<file path="config.mk">
export PLATFORM = sky130hd
export DESIGN_NAME = crb_ctrl
export DESIGN_NICKNAME = d
export VERILOG_FILES = /design/src/rtl/core/crb_pkg.sv /design/src/rtl/core/crb_ctrl.sv
export SDC_FILE = /design/constraint.sdc
export NUM_CORES = 1
export LEC_CHECK = 0
export ABC_AREA = 1
export BUFFER_PORTS_ARGS = -buffer_cell sky130_fd_sc_hd__clkbuf_2
export CAP_MARGIN = 25
export CELL_PAD_IN_SITES_DETAIL_PLACEMENT = 1
export CELL_PAD_IN_SITES_GLOBAL_PLACEMENT = 2
export CORE_UTILIZATION = 18
export DETAILED_ROUTE_END_ITERATION = 6
export GPL_TIMING_DRIVEN = 0
export HOLD_SLACK_MARGIN = 0.03
export PLACE_DENSITY_LB_ADDON = 0.12
export SYNTH_ARGS = -nofsm -noshare
export SYNTH_HDL_FRONTEND = slang
export SYNTH_SLANG_ARGS = --single-unit
</file>
<file path="constraint.sdc">
create_clock -name clk -period 1.9 [get_ports clk]
set_clock_uncertainty 0.05 [all_clocks]
set_input_delay 0.38 -clock clk [delete_from_list [all_inputs] [get_ports clk]]
set_output_delay 0.38 -clock clk [all_outputs]
set_load 0.05 [all_outputs]
</file>
<file path="src/rtl/core/crb_pkg.sv">
// ----------------------------------------------------------------------------
// crb_pkg
// shared types and constants of the chunk ring buffer
// ----------------------------------------------------------------------------
package crb_pkg;

  // ring geometry
  localparam int NUM_SLOTS   = 16;
  localparam int CHUNK_BYTES = 32;
  localparam int PTR_W       = $clog2(NUM_SLOTS);
  localparam int OFF_W       = $clog2(CHUNK_BYTES);
  localparam int MEM_DEPTH   = NUM_SLOTS * CHUNK_BYTES;

  // field widths
  localparam int OP_W    = 2;
  localparam int BYTE_W  = 8;
  localparam int RLIM_W  = 8;
  localparam int STAT_W  = 3;
  localparam int LEN_W   = 6;
  localparam int CAP_W   = 5;
  localparam int FILL_W  = 4;
  localparam int CFG_W   = 6;
  localparam int CIDX_W  = 2;

  // register indexes of the configuration port
  localparam logic [CIDX_W-1:0] REG_LINK_UP      = 2'd0;
  localparam logic [CIDX_W-1:0] REG_SLOTS_IN_USE = 2'd1;
  localparam logic [CIDX_W-1:0] REG_CHUNK_LIMIT  = 2'd2;

  // register reset values
  localparam logic [CAP_W-1:0] SLOTS_RESET = 5'd16;
  localparam logic [LEN_W-1:0] LIMIT_RESET = 6'd32;

  // operation codes; the unused code answers as a query
  localparam logic [OP_W-1:0] OP_WRITE = 2'd0;
  localparam logic [OP_W-1:0] OP_READ  = 2'd1;
  localparam logic [OP_W-1:0] OP_QUERY = 2'd2;

  typedef enum logic [STAT_W-1:0] {
    ST_OK        = 3'd0,
    ST_NOT_CONN  = 3'd1,
    ST_TOO_LONG  = 3'd2,
    ST_FULL      = 3'd3,
    ST_EMPTY     = 3'd4,
    ST_BAD_LIMIT = 3'd5
  } status_t;

  typedef enum logic [2:0] {
    S_IDLE,
    S_EXEC,
    S_PRIME,
    S_STREAM,
    S_RESULT
  } state_t;

  // controller to datapath
  typedef struct packed {
    logic take;        // capture the request fields
    logic exec_write;  // write beat step
    logic exec_read;   // read checks, pointer advance
    logic exec_query;  // status query
    logic rd_issue;    // fetch the next chunk byte
    logic load_status; // single status result
    logic load_byte;   // one chunk byte result
  } cmd_t;

  // datapath to controller
  typedef struct packed {
    logic [OP_W-1:0] op;
    logic            read_go;  // read passes its checks and has bytes
    logic            idx_last; // byte in flight is the last one
    logic            out_free; // result register can take a new result
  } stat_t;

endpackage

</file>
<file path="src/rtl/core/crb_ctrl.sv">
// ----------------------------------------------------------------------------
// crb_ctrl
// sequencer of one request: execute, then emit a status or stream bytes
// ----------------------------------------------------------------------------
module crb_ctrl
  import crb_pkg::*;
(
  input  logic  clk,
  input  logic  rst,
  input  logic  in_valid,
  output logic  in_stall,
  input  stat_t st,
  output cmd_t  cmd
);

  state_t state, state_next;

  always_ff @(posedge clk) begin
    if (rst) begin
      state <= S_IDLE;
    end else begin
      state <= state_next;
    end
  end

  always_comb begin
    state_next = state;
    cmd        = '0;
    in_stall   = rst || (state != S_IDLE);
    case (state)
      S_IDLE: begin
        if (in_valid) begin
          cmd.take   = 1'b1;
          state_next = S_EXEC;
        end
      end
      S_EXEC: begin
        if (st.op == OP_WRITE) begin
          cmd.exec_write = 1'b1;
          state_next     = S_RESULT;
        end else if (st.op == OP_READ) begin
          cmd.exec_read = 1'b1;
          state_next    = st.read_go ? S_PRIME : S_RESULT;
        end else begin
          cmd.exec_query = 1'b1;
          state_next     = S_RESULT;
        end
      end
      S_PRIME: begin
        cmd.rd_issue = 1'b1;
        state_next   = S_STREAM;
      end
      S_STREAM: begin
        if (st.out_free) begin
          cmd.load_byte = 1'b1;
          if (st.idx_last) begin
            state_next = S_IDLE;
          end else begin
            cmd.rd_issue = 1'b1;
          end
        end
      end
      S_RESULT: begin
        if (st.out_free) begin
          cmd.load_status = 1'b1;
          state_next      = S_IDLE;
        end
      end
      default: begin
        state_next = S_IDLE;
      end
    endcase
  end

endmodule

</file>
==> reports/results.ini <==
[clock_tree]
cts_hold_buf = 0
cts_root_buffer = clkbuf_4
clock_latency_ns = 0.23
cts_buffers = 3
cts_tree = yes
path_clk_slew_ns = 0.03
clockBufferDepth = 2
cts_max_level = 1
clkSinkCount = 3

[floorplanning]
fp-row-count = 13
initial_core_util_pct = 19.28
die_area_um2 = 1529
dieWidth_um = 39.10
die_y_um = 39.10
ios = 16
core_um2 = 1285

[synthesis]
syn_nets = 50
ys.warnings.count = 0
synth_top_area_share_pct = 24.24
synthesis.area_um2 = 247.7
netlist_top_cells_area = dfxtp_1 24%, inv_1 17%, nand3_2 12%, nor2_1 11%, nand2_1 7.6%
synth.distinct_cells = 12
synth_area_leader_cell = dfxtp_1
synth.avg_cell_area_um2 = 5.899
ys_seq_area_share_pct = 24.24
post_synth_inst_count = 42
ys_ff_latch = 3

[drt]
routed_wl_um = 786
drt-pass1-iter-count = 4
antenna_left = 0
wl_per_cell_um = 10.34
drt_drc_violations_left = 0
vias = 335
first_iter_violations = 3
via_per_inst = 4.408

[cells_and_area]
fin_nets = 70
n_antenna_cell = 0
reg_top3 = state x3
fill_cells = 178
area_delta_synth_final_pct = 59.09
final_cell_mix = 14 x clkbuf_2, 11 x inv_1, 6 x nor2_1
largest_register_ffs = 3
final_common_cell = clkbuf_2
drive_gt1_share_pct = 42.62
largest-register = state

[sta]
tightest_slew_ns = 0.2997
period_needed_ns = 1.736
drv_slew = 0
max_freq_ghz = 0.5760
slew_headroom_pct = 80.00
setup_tns_ns = 0
finalHoldViolCount = 0
rsz0062_at_grt = no
finalSetupViolations = 0
fin_crit_sh_pct = 91.37

[setup_path]
r2r_setup_slack_ns = 0.73
cp.buffers_inverters = 2
cp_cell_sequence = inv_1, nand3_2, nor3_2, clkbuf_2
path_delay_family = buffers and inverters
reg2reg_depth = 5
cp_slowest_cell = dfxtp_1
required_ns = 1.47
arrival_ns = 1.31
r2r-start = state[1]$_SDFFE_PP0P_
start_kind = register
reg2reg_to = state[1]$_SDFFE_PP0P_
cp_max_fo = 7
critical_path_class = reg2out
slowest_delay_ns = 0.38
end_kind = output pin

[worst_hold_path]
min_from = rst
min_to = state[2]$_SDFFE_PP0P_
hold_class = in2reg
hold_depth = 2

[global_route]
grt_pass1_wl_mm = 1.235
overflow = 0
grtUsageTotal_pct = 11.88
antenna_found_initial = 0
grt_pass1_vias = 293
grt_max_degree = 8

[placed_design]
gp_congestion = 0.6921
io_buffers = 15
hpwlAfterDp_um = 647.2

[pwr]
finalPower_mw = 0.3272
power_density_nw_per_um2 = 830.1
power_leakage_nw = 0.2244
worst_ir_drop_vdd_uv = 309.4

[run_status]
outcome = complete, no violations

[run]
drv_cap = 0

==> synth_stat cells <==
| library cell | count |
|---|---|
| inv_1 | 11 |
| nand4_1 | 2 |
| nor4_1 | 1 |
| nand2_1 | 5 |
| nor3_1 | 2 |
| o21ai_1 | 3 |
| dfxtp_1 | 3 |
| o31ai_1 | 1 |
| nand3_2 | 3 |
| a21oi_1 | 1 |
| nand3_1 | 3 |
| nor2_1 | 7 |
==> worst max-delay path by stage <==
stage	slack [ns]	startpoint	end	cells past startpoint
finish	0.16	state[1]$_SDFFE_PP0P_	cmd[5]	4
global route	0.02	state[2]$_SDFFE_PP0P_	cmd[2]	4
CTS	0.08	state[2]$_SDFFE_PP0P_	cmd[2]	4
detailed placement	0.32	state[1]$_SDFFE_PP0P_	cmd[2]	3
global placement	0.32	state[0]$_SDFFE_PP0P_	cmd[2]	4
floorplan	0.07	state[2]$_SDFFE_PP0P_	cmd[1]	2
==> through the flow <==
stage,std cells,area [µm²],hold slack [ns],utilization [%],worst slack [ns]
floorplan,42,269.0,0.3991,-,0.07446
global placement,72,362.8,0.4938,28.24,0.3223
detailed placement,72,362.8,0.4895,28.24,0.3189
CTS,76,389.1,0.3011,30.28,0.07689
finish,76,394.1,0.3038,30.67,0.1639
global route,76,394.1,0.2989,30.67,0.01634
==> repair_timing <==
item / in CTS / in global routing
buffers inserted: 0 / 0
endpoints found under the setup margin: 0 / 2
resized for setup: 0 / 4
==> power breakdown <==
group,total (mW),switching [mW],internal (mW)
logic,0.134,0.0977,0.0366
registers,0.0850,0.0144,0.0706
clock network,0.108,0.0294,0.0785
total,0.327,0.141,0.186
==> worst register-to-register path, stage by stage (launching register included) <==
cell and delay, ns:
dfxtp_1 0.48, inv_1 0.15, nand3_2 0.13, o21ai_1 0.07, o21ai_1 0.13, inv_1 0.05
==> routing by layer <==
layer,GRT usage [%],wire (µm),up-vias
met5,0,0,-
met4,5.172,0,0
met3,2.312,35,0
met2,18.75,391,7
met1,15.36,359,152
li1,-,-,176
==> layout make-up <==
type / count / area (µm²) / area share (%)
multi-input cells: 28 / 170.2 / 43.17
repair buffers: 15 / 77.57 / 19.68
flip-flops and latches: 3 / 60.06 / 15.24
inverters: 11 / 41.29 / 10.48
clock buffers: 4 / 26.28 / 6.667
well taps: 15 / 18.77 / 4.762
==> cell families (layout without fill, tap and decap cells) <==
family          Yosys count  count (layout)  share of synthesized area (%)
compound gates            5               5                          11.11
buf+inv                  11              30                          16.67
flops                     3               3                          24.24
simple gates             23              23                          47.98
Power figures use the tool's default switching activity.
